[src/rtl/core/mms_pkg.sv]
// types, codes and helpers shared by the motor mode sequencer
package mms_pkg;

	localparam int COUNT_BITS_DEF = 16;
	localparam int CFG_W = 16;
	localparam logic [CFG_W-1:0] GATE_CHARGE_RESET = 16'd100;

	// mode codes as they appear on the ports
	typedef enum logic [2:0] {
		MODE_IDLE  = 3'd0,
		MODE_START = 3'd1,
		MODE_RUN   = 3'd2,
		MODE_SOFT  = 3'd3,
		MODE_HARD  = 3'd4,
		MODE_FAULT = 3'd5
	} mode_code_t;

	// start sub-step codes as they appear on the ports
	typedef enum logic [2:0] {
		STEP_IDLE   = 3'd0,
		STEP_VERIFY = 3'd1,
		STEP_ENABLE = 3'd2,
		STEP_WAIT   = 3'd3,
		STEP_DONE   = 3'd4
	} step_code_t;

	typedef enum logic [1:0] {
		OUTCOME_CONT = 2'd0,
		OUTCOME_DONE = 2'd1,
		OUTCOME_ERR  = 2'd2
	} outcome_t;

	// internal one-hot mode state
	typedef enum logic [5:0] {
		MS_IDLE  = 6'b000001,
		MS_START = 6'b000010,
		MS_RUN   = 6'b000100,
		MS_SOFT  = 6'b001000,
		MS_HARD  = 6'b010000,
		MS_FAULT = 6'b100000
	} mode_state_t;

	// internal one-hot start sub-step
	typedef enum logic [4:0] {
		ST_IDLE   = 5'b00001,
		ST_VERIFY = 5'b00010,
		ST_ENABLE = 5'b00100,
		ST_WAIT   = 5'b01000,
		ST_DONE   = 5'b10000
	} step_state_t;

	typedef struct packed {
		logic       op;
		logic [2:0] requested_mode;
		logic       global_safety_ok;
		logic       channel_safety_ok;
		logic       output_enable_ok;
	} in_word_t;

	typedef struct packed {
		logic [2:0] mode_now;
		logic [2:0] start_step_now;
		logic       low_side_command;
		logic [1:0] step_outcome;
	} out_word_t;

	// next state and result word of one event
	typedef struct packed {
		mode_state_t mode;
		step_state_t step;
		out_word_t   word;
	} step_next_t;

	function automatic logic [2:0] mode_code(input mode_state_t m);
		logic [2:0] c;
		c = MODE_FAULT;
		unique case (m)
			MS_IDLE:  c = MODE_IDLE;
			MS_START: c = MODE_START;
			MS_RUN:   c = MODE_RUN;
			MS_SOFT:  c = MODE_SOFT;
			MS_HARD:  c = MODE_HARD;
			MS_FAULT: c = MODE_FAULT;
			default:  c = MODE_FAULT;
		endcase
		return c;
	endfunction

	function automatic logic [2:0] step_code(input step_state_t s);
		logic [2:0] c;
		c = STEP_IDLE;
		unique case (s)
			ST_IDLE:   c = STEP_IDLE;
			ST_VERIFY: c = STEP_VERIFY;
			ST_ENABLE: c = STEP_ENABLE;
			ST_WAIT:   c = STEP_WAIT;
			ST_DONE:   c = STEP_DONE;
			default:   c = STEP_IDLE;
		endcase
		return c;
	endfunction

endpackage

[src/rtl/core/mms_step.sv]
// next-state and result logic for one input word: an adc event or a mode reset
module mms_step import mms_pkg::*; #(
	parameter int COUNT_BITS = COUNT_BITS_DEF
) (
	input  in_word_t               word,
	input  mode_state_t            mode,
	input  step_state_t            step,
	input  logic [COUNT_BITS-1:0]  count,
	input  logic [CFG_W-1:0]       gate_charge_events,
	output step_next_t             nxt,
	output logic [COUNT_BITS-1:0]  count_nxt
);

	localparam int CMP_W = (COUNT_BITS > CFG_W) ? COUNT_BITS : CFG_W;

	logic [CMP_W-1:0]      count_x;
	logic [CMP_W-1:0]      gce_x;
	logic                  charged;
	outcome_t              res;
	logic                  low_side;
	logic                  clr;
	logic                  inv;
	step_state_t           step_n;
	mode_state_t           mode_n;
	logic [2:0]            req;
	logic [COUNT_BITS-1:0] count_base;

	assign count_x = CMP_W'(count);
	assign gce_x   = CMP_W'(gate_charge_events);
	assign charged = count_x >= gce_x;
	assign req     = word.requested_mode;

	// mode handler
	always_comb begin
		res      = OUTCOME_CONT;
		low_side = 1'b0;
		clr      = 1'b0;
		step_n   = step;
		unique case (mode) inside
			MS_IDLE, MS_SOFT, MS_HARD, MS_FAULT: res = OUTCOME_DONE;
			MS_RUN: res = OUTCOME_CONT;
			MS_START: begin
				unique case (step)
					ST_IDLE: step_n = ST_VERIFY;
					ST_VERIFY: begin
						if (word.global_safety_ok && word.channel_safety_ok) begin
							step_n = ST_ENABLE;
						end else begin
							step_n = ST_IDLE;
							res    = OUTCOME_ERR;
						end
					end
					ST_ENABLE: begin
						low_side = 1'b1;
						if (!word.output_enable_ok) begin
							step_n = ST_IDLE;
							res    = OUTCOME_ERR;
						end else begin
							clr    = 1'b1;
							step_n = ST_WAIT;
						end
					end
					ST_WAIT: begin
						if (charged) begin
							step_n = ST_DONE;
						end
					end
					ST_DONE: res = OUTCOME_DONE;
					default: res = OUTCOME_CONT;
				endcase
			end
			default: res = OUTCOME_ERR;
		endcase
	end

	// mode transition
	always_comb begin
		mode_n = mode;
		inv    = 1'b0;
		if (res == OUTCOME_DONE) begin
			unique case (mode)
				MS_IDLE: begin
					if (req == MODE_IDLE) mode_n = MS_IDLE;
					else if (req == MODE_RUN) mode_n = MS_START;
					else inv = 1'b1;
				end
				MS_START: begin
					if (req == MODE_RUN) mode_n = MS_RUN;
					else if (req == MODE_IDLE || req == MODE_SOFT || req == MODE_HARD)
						mode_n = MS_HARD;
					else inv = 1'b1;
				end
				MS_RUN: begin
					if (req == MODE_RUN || req == MODE_IDLE || req == MODE_SOFT)
						mode_n = MS_SOFT;
					else if (req == MODE_HARD) mode_n = MS_HARD;
					else inv = 1'b1;
				end
				MS_SOFT, MS_HARD: mode_n = MS_IDLE;
				MS_FAULT: begin
					if (req == MODE_IDLE) mode_n = MS_IDLE;
					else inv = 1'b1;
				end
				default: mode_n = mode;
			endcase
		end
		// stop requests take effect whatever the handler outcome, unless it is an error
		if (mode == MS_IDLE && req == MODE_IDLE) begin
			mode_n = MS_IDLE;
			inv    = 1'b0;
		end else if (mode == MS_START) begin
			if (req == MODE_IDLE || req == MODE_SOFT || req == MODE_HARD) begin
				mode_n = MS_HARD;
				inv    = 1'b0;
			end
		end else if (mode == MS_RUN) begin
			if (req == MODE_IDLE || req == MODE_SOFT) begin
				mode_n = MS_SOFT;
				inv    = 1'b0;
			end else if (req == MODE_HARD) begin
				mode_n = MS_HARD;
				inv    = 1'b0;
			end
		end
		if (inv || res == OUTCOME_ERR) begin
			mode_n = MS_FAULT;
		end
	end

	assign count_base = clr ? '0 : count;

	always_comb begin
		if (word.op) begin
			nxt.mode  = MS_IDLE;
			nxt.step  = ST_IDLE;
			nxt.word  = '0;
			count_nxt = '0;
		end else begin
			nxt.mode                  = mode_n;
			nxt.step                  = step_n;
			nxt.word.mode_now         = mode_code(mode_n);
			nxt.word.start_step_now   = step_code(step_n);
			nxt.word.low_side_command = low_side;
			nxt.word.step_outcome     = res;
			count_nxt = (&count_base) ? count_base : count_base + 1'b1;
		end
	end

endmodule

[src/rtl/core/motor_mode_sequencer_top.sv]
// top level of the motor mode sequencer
//
// one word on the input channel is one adc end-of-conversion event (op 0) or
// a mode reset (op 1); each produces exactly one result word on the output
// channel, in order
// both channels use valid/stall: a word moves on an edge with valid high and
// stall low; in_stall is driven here, out_stall by the consumer
// an accepted word waits in the input register, then the mode logic feeds
// the result register, which drives out_valid; a consumer stall can hold
// the word in the input register
// throughput is one word per cycle while the consumer does not stall; the
// mode, sub-step and charge counter update as a word leaves the input
// register, so back-to-back events see each other's state
// when the consumer stalls, the result register holds its word, the input
// register holds the next one, and in_stall rises only when both are full
// gate_charge_events is written through cfg_valid/cfg_ready/cfg_data; ready
// is always high, and writes are expected only while no word is in flight
// reset (arst_n low) clears the mode to idle, the sub-step to idle, the
// charge counter to zero, gate_charge_events to 100 and empties both stages
module motor_mode_sequencer_top import mms_pkg::*; #(
	parameter int COUNT_BITS = COUNT_BITS_DEF
) (
	input  logic             clk,
	input  logic             arst_n,
	input  logic             in_valid,
	output logic             in_stall,
	input  in_word_t         in_word,
	output logic             out_valid,
	input  logic             out_stall,
	output out_word_t        out_word,
	input  logic             cfg_valid,
	output logic             cfg_ready,
	input  logic [CFG_W-1:0] cfg_data
);

	// input register
	logic     valid_s1;
	in_word_t word_s1;

	// sequencer state
	mode_state_t           mode_q;
	step_state_t           step_q;
	logic [COUNT_BITS-1:0] count_q;
	logic [CFG_W-1:0]      gce_q;

	// result register
	logic      out_valid_q;
	out_word_t out_word_q;

	step_next_t            nxt;
	logic [COUNT_BITS-1:0] count_nxt;
	logic                  advance;
	logic                  accept;

	// word leaves the input register when the result register is free or draining
	assign advance  = valid_s1 && (!out_valid_q || !out_stall);
	assign in_stall = valid_s1 && !advance;
	assign accept   = in_valid && !in_stall;

	assign cfg_ready = 1'b1;

	always_ff @(posedge clk or negedge arst_n) begin
		if (!arst_n) begin
			gce_q <= GATE_CHARGE_RESET;
		end else if (cfg_valid && cfg_ready) begin
			gce_q <= cfg_data;
		end
	end

	always_ff @(posedge clk or negedge arst_n) begin
		if (!arst_n) begin
			valid_s1 <= 1'b0;
		end else if (accept) begin
			valid_s1 <= 1'b1;
		end else if (advance) begin
			valid_s1 <= 1'b0;
		end
	end

	always_ff @(posedge clk) begin
		if (accept) begin
			word_s1 <= in_word;
		end
	end

	mms_step #(
		.COUNT_BITS(COUNT_BITS)
	) u_step (
		.word               (word_s1),
		.mode               (mode_q),
		.step               (step_q),
		.count              (count_q),
		.gate_charge_events (gce_q),
		.nxt                (nxt),
		.count_nxt          (count_nxt)
	);

	// state commits as the word moves into the result register
	always_ff @(posedge clk or negedge arst_n) begin
		if (!arst_n) begin
			mode_q  <= MS_IDLE;
			step_q  <= ST_IDLE;
			count_q <= '0;
		end else if (advance) begin
			mode_q  <= nxt.mode;
			step_q  <= nxt.step;
			count_q <= count_nxt;
		end
	end

	always_ff @(posedge clk or negedge arst_n) begin
		if (!arst_n) begin
			out_valid_q <= 1'b0;
		end else if (advance) begin
			out_valid_q <= 1'b1;
		end else if (!out_stall) begin
			out_valid_q <= 1'b0;
		end
	end

	always_ff @(posedge clk) begin
		if (advance) begin
			out_word_q <= nxt.word;
		end
	end

	assign out_valid = out_valid_q;
	assign out_word  = out_word_q;

	// an error outcome always lands in fault
	a_err_fault: assert property (@(posedge clk) disable iff (!arst_n)
		out_valid && out_word.step_outcome == OUTCOME_ERR |-> out_word.mode_now == MODE_FAULT)
		else $error("error outcome without fault mode");

	// low-side enable either moves on to the charge wait or fails back to idle
	a_low_side: assert property (@(posedge clk) disable iff (!arst_n)
		out_valid && out_word.low_side_command |->
			out_word.start_step_now == STEP_WAIT ||
			(out_word.start_step_now == STEP_IDLE && out_word.step_outcome == OUTCOME_ERR))
		else $error("low-side command with unexpected sub-step");

	// state registers stay one-hot
	a_onehot: assert property (@(posedge clk) disable iff (!arst_n)
		$onehot(mode_q) && $onehot(step_q))
		else $error("mode or sub-step state not one-hot");

	// input side only stalls while holding a word that cannot move
	a_stall: assert property (@(posedge clk) disable iff (!arst_n)
		in_stall |-> valid_s1 && out_valid_q && out_stall)
		else $error("input stalled without a blocked word");

	// a charged counter never wraps
	a_sat: assert property (@(posedge clk) disable iff (!arst_n)
		(&count_q) && !(advance && (word_s1.op || step_q == ST_ENABLE)) |=> (&count_q))
		else $error("charge counter wrapped");

endmodule

[config.mk]
export PLATFORM = sky130hd
export DESIGN_NAME = motor_mode_sequencer_top
export DESIGN_NICKNAME = d
export VERILOG_FILES = /design/src/rtl/core/mms_pkg.sv /design/src/rtl/core/mms_step.sv /design/src/rtl/core/motor_mode_sequencer_top.sv
export SDC_FILE = /design/constraint.sdc
export NUM_CORES = 1
export LEC_CHECK = 0
export BUFFER_PORTS_ARGS = -buffer_cell sky130_fd_sc_hd__buf_2
export CAP_MARGIN = 20
export CORE_MARGIN = 4
export CORE_UTILIZATION = 54
export CTS_CLUSTER_SIZE = 10
export DETAILED_ROUTE_END_ITERATION = 8
export PLACE_DENSITY = 0.77
export SYNTH_ARGS = -nofsm -noshare
export SYNTH_HDL_FRONTEND = slang
export SYNTH_HIERARCHICAL = 1
export SYNTH_SLANG_ARGS = --single-unit
[constraint.sdc]
create_clock -name clk -period 2.6 [get_ports clk]
set_input_delay 0.13 -clock clk [delete_from_list [all_inputs] [get_ports clk]]
set_output_delay 0.13 -clock clk [all_outputs]
set_load 0.02 [all_outputs]
==> out/results.ini, run 1 <==
[status]
outcome=finished clean

[synthesis]
yosys-top-cells-area=dfrtp_1 25%, edfxtp_1 12%, mux2_4 7.1%, mux2_2 6.7%, ha_1 5.3%
synth_top_area_share_pct=24.9
synthCells=386
synth_fp_nets=431
synth_area_um2=4020
synth_edf_count=16
yosysWarnings=6
avgSynthCellArea_um2=10.4
synth_flop_cell=dfrtp_1
synth_seq_area_share_pct=40.1
yosys.area.top_type=dfrtp_1
yosys_register_bits=61
synth.most_common_cell=dfrtp_1
synth.distinct_cells=65
synth-async-reset-ratio_pct=73.8
yosys-top-cells-count=40 x dfrtp_1, 31 x nor2_1, 26 x nand2_1

[floorplan]
die_x_um=94.3
num_io_pins=40
start_util_pct=55.5
core-area_um2=7250
core.rowCount=31
fp.dieH_um=94.3
dieArea_um2=8900

[final_layout]
stdcell_count=567
nNetsFinal=508
synthToLayoutAreaGrowth_pct=20.5
design_area_um2=4850
num-fill-cells=571
antenna_cells=0
seqCellArea_um2=1610
multiInputGateArea_um2=2270
drive_gt1_share_pct=33.5

[timing]
finalCriticalPeriod_ns=2.52
rsz0062_at_grt=true
slew_headroom_pct=61.1
fin_crit_sh_pct=97.1
worst_pin_slew_ns=0.583
max_freq_mhz=396
setup_violations=0
hold-worst-slack_ns=0.0191
drv_slew=0
final_hold_viol_count=0
skew_ns=0.0135

[pwr]
p_sw_share_pct=32.9
ir_drop_uv=493
p_sw_uw=918
leakagePower_nw=2.12
p_per_area_nw_per_um2=576
internal-power_mw=1.88
comb_power_share_pct=30.2
p_seq_share_pct=41.5
power_frac_clock_pct=28.3
power.total_mw=2.79

[routing]
dr.pass1.iters=6
num_vias=3332
drc=0
drt-initial-drc-count=210
drt-total-wl_um=9420
wl_per_cell_um=16.6
drtAntennaViolNets=0
viasPerCell=5.88

[grt]
grt_max_degree=46
grtUsageTotal_pct=22.4
antenna_found_initial=0
grt_pass1_wl_um=15500
grt_overflow_total=0
grt_pass1_vias=3295

[critical_path]
end_kind=register
arrival_ns=2.74
crit_path_start_kind=register
cp-startpoint=mode_q[3]$_DFFE_PN0P_
worst-path-max-fanout=6
required_ns=2.82
critical_path_class=register to register
timing.rr.start=mode_q[3]$_DFFE_PN0P_

[placed_design]
place.gp.congestion=0.930
place_inst=535
dpl-instance-area_um2=4460
io_buffers=38
dp.final_hpwl_um=6660

[clock_tree]
clk_pin_slew_ns=0.08
cts_tree=done
cts_buffers=9
cts_num_sinks=61
clk_path_buf_depth=2
cts_root_buf=clkbuf_8
clock_latency_ns=0.34
htree_num_levels=3

[flow_run]
maxCapViolCount=0

[hold_path]
holdCritStartpoint=cfg_data[2]
hold_class=input pin to register

worst paths after layout:
kind / endpoint / slack, ns / cells after the start
max in group asynchronous: gce_q[6]$_DFFE_PN1P_ / 1.94 / 3
min reg2reg: out_valid$_DFFE_PN0P_ / 0.50 / 1
min: gce_q[2]$_DFFE_PN1P_ / 0.02 / 2
max reg2reg: count_q[5]$_DFFE_PN0P_ / 0.08 / 11
max: count_q[5]$_DFFE_PN0P_ / 0.08 / 11
min in group asynchronous: count_q[6]$_DFFE_PN0P_ / 0.15 / 2
layer usage:
metal,up-vias,global-route usage (%),routed length (um)
li1,1564,-,-
met1,1620,29.0,4070
met2,124,36.9,4610
met3,24,5.05,521
met4,0,8.30,210
met5,-,0,0
sequential cells by signal, indices dropped and copies added, names as in the netlist:
register	count
count_q	16
gce_q	16
mode_q	6
out_valid	1
out_word	9
step_q	5
valid_s1	1
word_s1	7
power groups by stage:
stage | Combinational (mW) | Sequential [mW] | Clock [mW]
2_1_floorplan | 0.542 | 1.19 | 0
4_1_cts | 0.800 | 1.16 | 0.817
6_report | 0.844 | 1.16 | 0.791
3_5_place_dp | 0.771 | 1.18 | 0
5_1_grt | 0.919 | 1.17 | 0.861
3_3_place_gp | 0.737 | 1.17 | 0
placed cells by master, fill, tap and decap left out, drive strengths merged, types with 3 or more instances in the layout:
cell type / Yosys / final
buf: 14 / 70
mux2: 43 / 43
dfrtp: 40 / 40
nor2: 31 / 31
nand2: 27 / 27
inv: 22 / 22
ha: 17 / 17
edfxtp: 16 / 16
nand3: 16 / 16
a21oi: 15 / 15
dlygate4sd3: 0 / 13
clkbuf: 3 / 11
o21ai: 11 / 11
nor3: 10 / 10
xnor2: 9 / 9
nand4: 9 / 9
and3: 9 / 9
xor2: 8 / 8
and2: 8 / 8
nand2b: 5 / 5
dfstp: 5 / 5
nor4b: 5 / 5
mux2i: 5 / 5
nand4b: 4 / 4
o21a: 4 / 4
a31oi: 4 / 4
nand3b: 3 / 3
a211oi: 3 / 3
o211ai: 3 / 3
clkinv: 0 / 3
nor4: 3 / 3
a21o: 3 / 3
layout make-up:
cell class                      instances  share of cell area, %
Tap cell                               99                   2.56
Inverter                               22                   1.70
Sequential cell                        61                   33.3
Multi-Input combinational cell        286                   46.8
Clock buffer                           11                   3.15
Timing Repair Buffer                   83                   11.8
Clock inverter                          5                  0.697
cells by family after synthesis:
family / synth area share (%)
other cells: 0.0932
flops: 40.1
simple gates: 19.2
xor+xnor: 3.70
buf+inv: 5.41
compound gates: 11.1
mux: 15.1
fa+ha+maj: 5.29
stage by stage:
step,setup TNS (ns),utilization (%),setup slack [ns]
after global routing,-0.0739,66.8,-0.0661
after global placement,0,61.5,0.0105
after floorplan,-0.427,-,-0.104
after CTS,0,66.0,0.0124
after detailed placement,-0.0680,61.5,-0.0527
final,0,66.8,0.0763
worst max-delay path, stage by stage (launching register included):
cell and delay, ns:
dfrtp_1 0.41, nor4b_4 0.30, nand4_1 0.21, and2_4 0.21
ha_4 0.17, and3_4 0.18, nor2b_4 0.15, a31oi_4 0.18
nand4_1 0.12, xor2_1 0.15, nor2_1 0.06, mux2_4 0.26
what timing repair did:
action / in CTS / in global routing
pin swaps: 1 / 8
gates resized for setup: 1 / 7
buffers inserted: 1 / 1
hold buffers: 13 / 0
setup endpoints to repair: 4 / 12
endpoints found under the hold margin: 36 / 0
No activity file was read; power rests on OpenSTA's default activity.
==> run 2: changes to the inputs <==
--- a/config.mk
+++ b/config.mk
@@ -8,10 +8,10 @@
 export BUFFER_PORTS_ARGS = -buffer_cell sky130_fd_sc_hd__buf_2
 export CAP_MARGIN = 20
 export CORE_MARGIN = 4
-export CORE_UTILIZATION = 54
+export CORE_UTILIZATION = 60
 export CTS_CLUSTER_SIZE = 10
 export DETAILED_ROUTE_END_ITERATION = 8
-export PLACE_DENSITY = 0.77
+export PLACE_DENSITY = 0.81
 export SYNTH_ARGS = -nofsm -noshare
 export SYNTH_HDL_FRONTEND = slang
 export SYNTH_HIERARCHICAL = 1
==> constraint.sdc (replaced) <==
create_clock -name clk -period 2.58 [get_ports clk]
set_input_delay 0.129 -clock clk [delete_from_list [all_inputs] [get_ports clk]]
set_output_delay 0.129 -clock clk [all_outputs]
set_load 0.02 [all_outputs]
==> run 2 against run 1 <==
  * Worst setup slack better by 0.0029 ns
  * Sequential power is essentially flat
  * Cell count is 4.2% lower
  * Worst hold slack lost 0.013 ns
  * Design area fell by 0.26%
  * Count of clock-buffer cells in the layout grew 2
  * Via count grew 3.0%
  * Non-clock buffer count decreased by 2
  * Maximum frequency grew 0.92%
  * Highest routed layer unchanged
==> out/results.ini, run 2 (same netlist as run 1, synthesis figures left out) <==
[critical_path]
crit_path_frequent_cell=buf_4
critical_path_class=register to register
slowest_stage=dfstp_2
crit_path_start_kind=register
required_ns=2.67
arrival_ns=2.59
end_kind=register
critPathTopFamily=compound AO/OA/AOI/OAI gates
path_cells=nor4b_4 -> buf_4 -> buf_4 -> and2_2 -> a211o_2 -> a31oi_1 -> o21ai_1 -> o31a_1
regToRegSetupSlack_ns=0.08
worst-path-max-fanout=5
slowest_delay_ns=0.56
cp_num_buf_inv=2

[placed_design]
place.gp.congestion=0.917
dp.final_hpwl_um=6760
io_buffers=38
place_ws_ns=-0.0472
place_inst=513

[flow_run]
maxCapViolCount=0

[routing]
dr.pass1.iters=6
drtAntennaViolNets=0
viasPerCell=6.32
drc=0
wl_per_cell_um=18.1
drt-total-wl_um=9850
num_vias=3432
drt-initial-drc-count=308

[floorplan]
dieArea_um2=8080
fp.dieH_um=89.9
core-area_um2=6420
die_x_um=89.9
num_io_pins=40
core.rowCount=29
start_util_pct=62.7

[clock_tree]
cts_root_buf=clkbuf_8
clock_latency_ns=0.35
cts_num_sinks=61
cts_tree=done
clk_path_buf_depth=2
clk_pin_slew_ns=0.07
cts_buffers=9
htree_num_levels=3

[timing]
finalCriticalPeriod_ns=2.50
worst_pin_slew_ns=0.605
fin_tns_setup_ns=0
setup_violations=0
drv_slew=0
hold-worst-slack_ns=0.00624
slew_headroom_pct=59.7
worst_slack_ns=0.0792
final_hold_viol_count=0
skew_ns=0.0109
max_freq_mhz=400
fin_crit_sh_pct=96.9

[final_layout]
final_common_cell=dfrtp_1
drive_gt1_share_pct=33.9
most-common-layout-cells=40 x dfrtp_1, 38 x buf_2, 32 x buf_4
synthToLayoutAreaGrowth_pct=20.1
nNetsFinal=506
antenna_cells=0
stdcell_count=543

[grt]
grtUsageTotal_pct=24.5
grt_pass1_vias=3296
antenna_found_initial=0
grt_max_degree=46
grt_overflow_total=0
grt_pass1_wl_um=16100

[pwr]
leakagePower_nw=2.14
power.total_mw=2.97
p_per_area_nw_per_um2=615
ir_drop_uv=526

[hold_path]
hold_class=input pin to register

[status]
outcome=finished clean

[run 2: per-layer routing]
| metal | GRT usage, % | vias to the layer above | part of all wire, % |
|---|---|---|---|
| met4 | 9.06 | 0 | 1.9 |
| met5 | 0 | - | 0 |
| li1 | - | 1563 | - |
| met2 | 39.7 | 148 | 50 |
| met1 | 31.7 | 1698 | 42 |
| met3 | 6.68 | 23 | 6.4 |
[run 2: path summary, 6_finish.rpt]
| check | from | to | cells after the start |
|---|---|---|---|
| setup / recovery | mode_q[0]$_DFFE_PN1P_ | out_word[6]$_DFFE_PP_ | 8 |
| hold / removal | cfg_data[1] | gce_q[1]$_DFFE_PN0P_ | 2 |
| hold reg to reg | gce_q[3]$_DFFE_PN0P_ | gce_q[3]$_DFFE_PN0P_ | 1 |
| max in group asynchronous | arst_n | gce_q[2]$_DFFE_PN1P_ | 3 |
| min in group asynchronous | arst_n | count_q[2]$_DFFE_PN0P_ | 2 |
| setup reg to reg | mode_q[0]$_DFFE_PN1P_ | out_word[6]$_DFFE_PP_ | 8 |
[run 2: area by class of cell]
type / count / area, um^2
multi-input combinational: 286 / 2280
sequential: 61 / 1610
fill: 413 / 1590
timing repair buffer: 81 / 551
clock buffer: 13 / 170
tap: 77 / 96.3
inverter: 22 / 82.6
clock inverter: 3 / 41.3
[run 2: worst reg2reg max path, stage by stage, from the launching register on]
cell and delay (ns):
dfstp_2 0.56, nor4b_4 0.05, buf_4 0.13, buf_4 0.13
and2_2 0.27, a211o_2 0.37, a31oi_1 0.23, o21ai_1 0.16
o31a_1 0.33
[run 2: power by group]
part	total [mW]	switching [mW]	internal (mW)
Sequential	1.17	0.0706	1.10
Combinational	0.884	0.483	0.401
Clock	0.919	0.388	0.531
[run 2: metrics by stage]
| step | area [um^2] | util (%) |
|---|---|---|
| 2_1_floorplan | 4070 | - |
| 3_3_place_gp | 4430 | 69.0 |
| 3_5_place_dp | 4430 | 69.0 |
| 4_1_cts | 4740 | 73.8 |
| 5_1_grt | 4830 | 75.3 |
| 6_report | 4830 | 75.3 |
[run 2: what timing repair did]
item                                    CTS  global route
hold buffers                              8             2
endpoints found under the hold margin     8            41
resized for setup                         3             7
setup buffers                             1             2
endpoints found under the setup margin    8            13
pin swaps                                 1             7
==> run 3: changes to the inputs <==
--- a/config.mk
+++ b/config.mk
@@ -5,13 +5,13 @@
 export SDC_FILE = /design/constraint.sdc
 export NUM_CORES = 1
 export LEC_CHECK = 0
-export BUFFER_PORTS_ARGS = -buffer_cell sky130_fd_sc_hd__buf_2
 export CAP_MARGIN = 20
 export CORE_MARGIN = 4
 export CORE_UTILIZATION = 60
 export CTS_CLUSTER_SIZE = 10
 export DETAILED_ROUTE_END_ITERATION = 8
-export PLACE_DENSITY = 0.81
+export DONT_BUFFER_PORTS = 1
+export PLACE_DENSITY = 0.76
 export SYNTH_ARGS = -nofsm -noshare
 export SYNTH_HDL_FRONTEND = slang
 export SYNTH_HIERARCHICAL = 1
==> run 3 against run 2 <==
  * The run now ends with setup timing left
  * Clock power shrank 0.9%
  * Wire length rose by 16%
  * Sequential share of layout area down 1.3 points
  * Core utilization up 2.9 points
  * Register-to-register slack lost 0.096 ns
  * Cell count is 0.18% lower
==> out/results.ini, run 3 (same netlist as run 1, synthesis figures left out) <==
[status]
outcome=finished, violations left
violations=setup timing

[flow_run]
maxCapViolCount=0

[final_layout]
final_util_pct=78.2
antenna_cells=0
drive_gt1_share_pct=26.9
most-common-layout-cells=43 x dlygate4sd3_1, 40 x dfrtp_1, 35 x buf_4
final_common_cell=dlygate4sd3_1
nNetsFinal=505
synthToLayoutAreaGrowth_pct=24.8

[clock_tree]
cts_buffers=9
htree_num_levels=3
clock_latency_ns=0.34
clk_pin_slew_ns=0.07
cts_num_sinks=61
clk_path_buf_depth=2
cts_tree=done
cts_root_buf=clkbuf_8

[routing]
drtAntennaViolNets=0
drt-initial-drc-count=375
drc=0
drt-total-wl_um=11500
viasPerCell=6.59
wl_per_cell_um=21.1
dr.pass1.iters=5
num_vias=3573

[hold_path]
hold_class=input pin to register

[timing]
fin_crit_sh_pct=101
skew_ns=0.0101
worst_slack_ns=-0.0167
rsz0062_at_grt=true
finalCriticalPeriod_ns=2.60
max_freq_mhz=385
drv_slew=0
hold-worst-slack_ns=0.0546
setup_violations=2
final_hold_viol_count=0

[floorplan]
start_util_pct=62.7
die_x_um=89.9
core.rowCount=29
dieArea_um2=8080
num_io_pins=40
core-area_um2=6420
fp.dieH_um=89.9

[grt]
grtUsageTotal_pct=28.7
antenna_found_initial=0
grt_pass1_wl_um=18500
grt_overflow_total=0
grt_max_degree=46
grt_pass1_vias=3584

[pwr]
p_sw_share_pct=32.3
ir_drop_uv=492
p_per_area_nw_per_um2=601
power_frac_clock_pct=30.2
internal-power_mw=2.05
p_sw_uw=974
leakagePower_nw=2.15
comb_power_share_pct=30.1
p_seq_share_pct=39.7

[critical_path]
end_kind=register
crit_path_frequent_cell=buf_4
arrival_ns=2.82
required_ns=2.81
crit_path_start_kind=register
path_cells=buf_4 -> nor4b_1 -> buf_4 -> o311ai_4 -> and2_0 -> a311o_1 -> and2_1 -> mux2_4
worst-path-max-fanout=10
critical_path_class=register to register
slowest_delay_ns=0.53
slowest_stage=dfstp_2

[placed_design]
dp.final_hpwl_um=6600
place_ws_ns=-0.105
place.gp.congestion=0.915
io_buffers=0

==> run 3: cell types whose count changed in the layout (fill, tap and decap cells not counted) <==
| cell | change |
|---|---|
| buf_16 | +1 |
| clkbuf_1 | -1 |
| dlygate4sd3_1 | +33 |
| buf_2 | -38 |
| inv_4 | -1 |
| buf_4 | +3 |
| clkbuf_8 | -1 |
| clkinv_2 | +1 |
| clkinv_4 | +2 |
==> run 3: final timing paths <==
kind,start,endpoint,slack [ns],depth (start not counted)
worst max-delay path,step_q[0]$_DFFE_PN1P_,step_q[3]$_DFFE_PN0P_,-0.02,8
worst min-delay path,out_stall,out_word[5]$_DFFE_PP_,0.05,1
worst max register to register,step_q[0]$_DFFE_PN1P_,step_q[3]$_DFFE_PN0P_,-0.02,8
worst min register to register,valid_s1$_DFFE_PN0P_,out_valid$_DFFE_PN0P_,0.56,1
max in group asynchronous,arst_n,mode_q[0]$_DFFE_PN1P_,2.01,2
min in group asynchronous,arst_n,mode_q[1]$_DFFE_PN0P_,0.29,2
==> run 3: per-stage QoR <==
stage	cells	power (mW)	cell area, um^2	setup TNS (ns)
after floorplan	386	1.75	4070	-0.597
after global placement	479	1.90	4290	-0.178
after detailed placement	479	1.92	4290	-0.264
after CTS	541	2.92	4980	0
after global routing	542	3.16	5020	-0.445
final	542	3.02	5020	-0.0178
==> run 3: worst max-delay path, delay by kind of cell (launching register included) <==
kind                   cells  cell delay (ns)
and+or+nand+nor            3             0.81
DFF                        1             0.53
buffers and inverters      2             0.38
muxes                      1             0.26
AOI/OAI and AO/OA          2             0.49
==> run 3: layout make-up <==
cell class	count	area, um^2
multi-input combinational	286	2280
sequential	61	1610
fill	366	1400
timing repair buffer	80	741
clock buffer	11	153
tap	77	96.3
inverter	22	82.6
clock inverter	5	57.6
==> run 3: per-layer routing <==
layer | vias to the layer above | part of all wire, % | global-route usage [%]
li1 | 1556 | - | -
met1 | 1761 | 40 | 36.5
met2 | 213 | 49 | 49.4
met4 | 0 | 3.6 | 10.5
met5 | - | 0 | 0
met3 | 43 | 7.1 | 4.67
==> run 3: timing repair <==
action	in CTS	in global routing
endpoints found under the setup margin	5	16
setup buffers	2	1
hold buffers	44	0
gates resized for setup	3	7
hold endpoints to repair	70	0
pin swaps	1	10
==> run 3: power groups by stage <==
stage	Clock, mW	Combinational (mW)	Sequential [mW]
2_1_floorplan	0	0.546	1.20
3_3_place_gp	0	0.691	1.21
3_5_place_dp	0	0.710	1.21
4_1_cts	0.916	0.811	1.19
5_1_grt	0.960	0.993	1.21
6_report	0.911	0.909	1.20
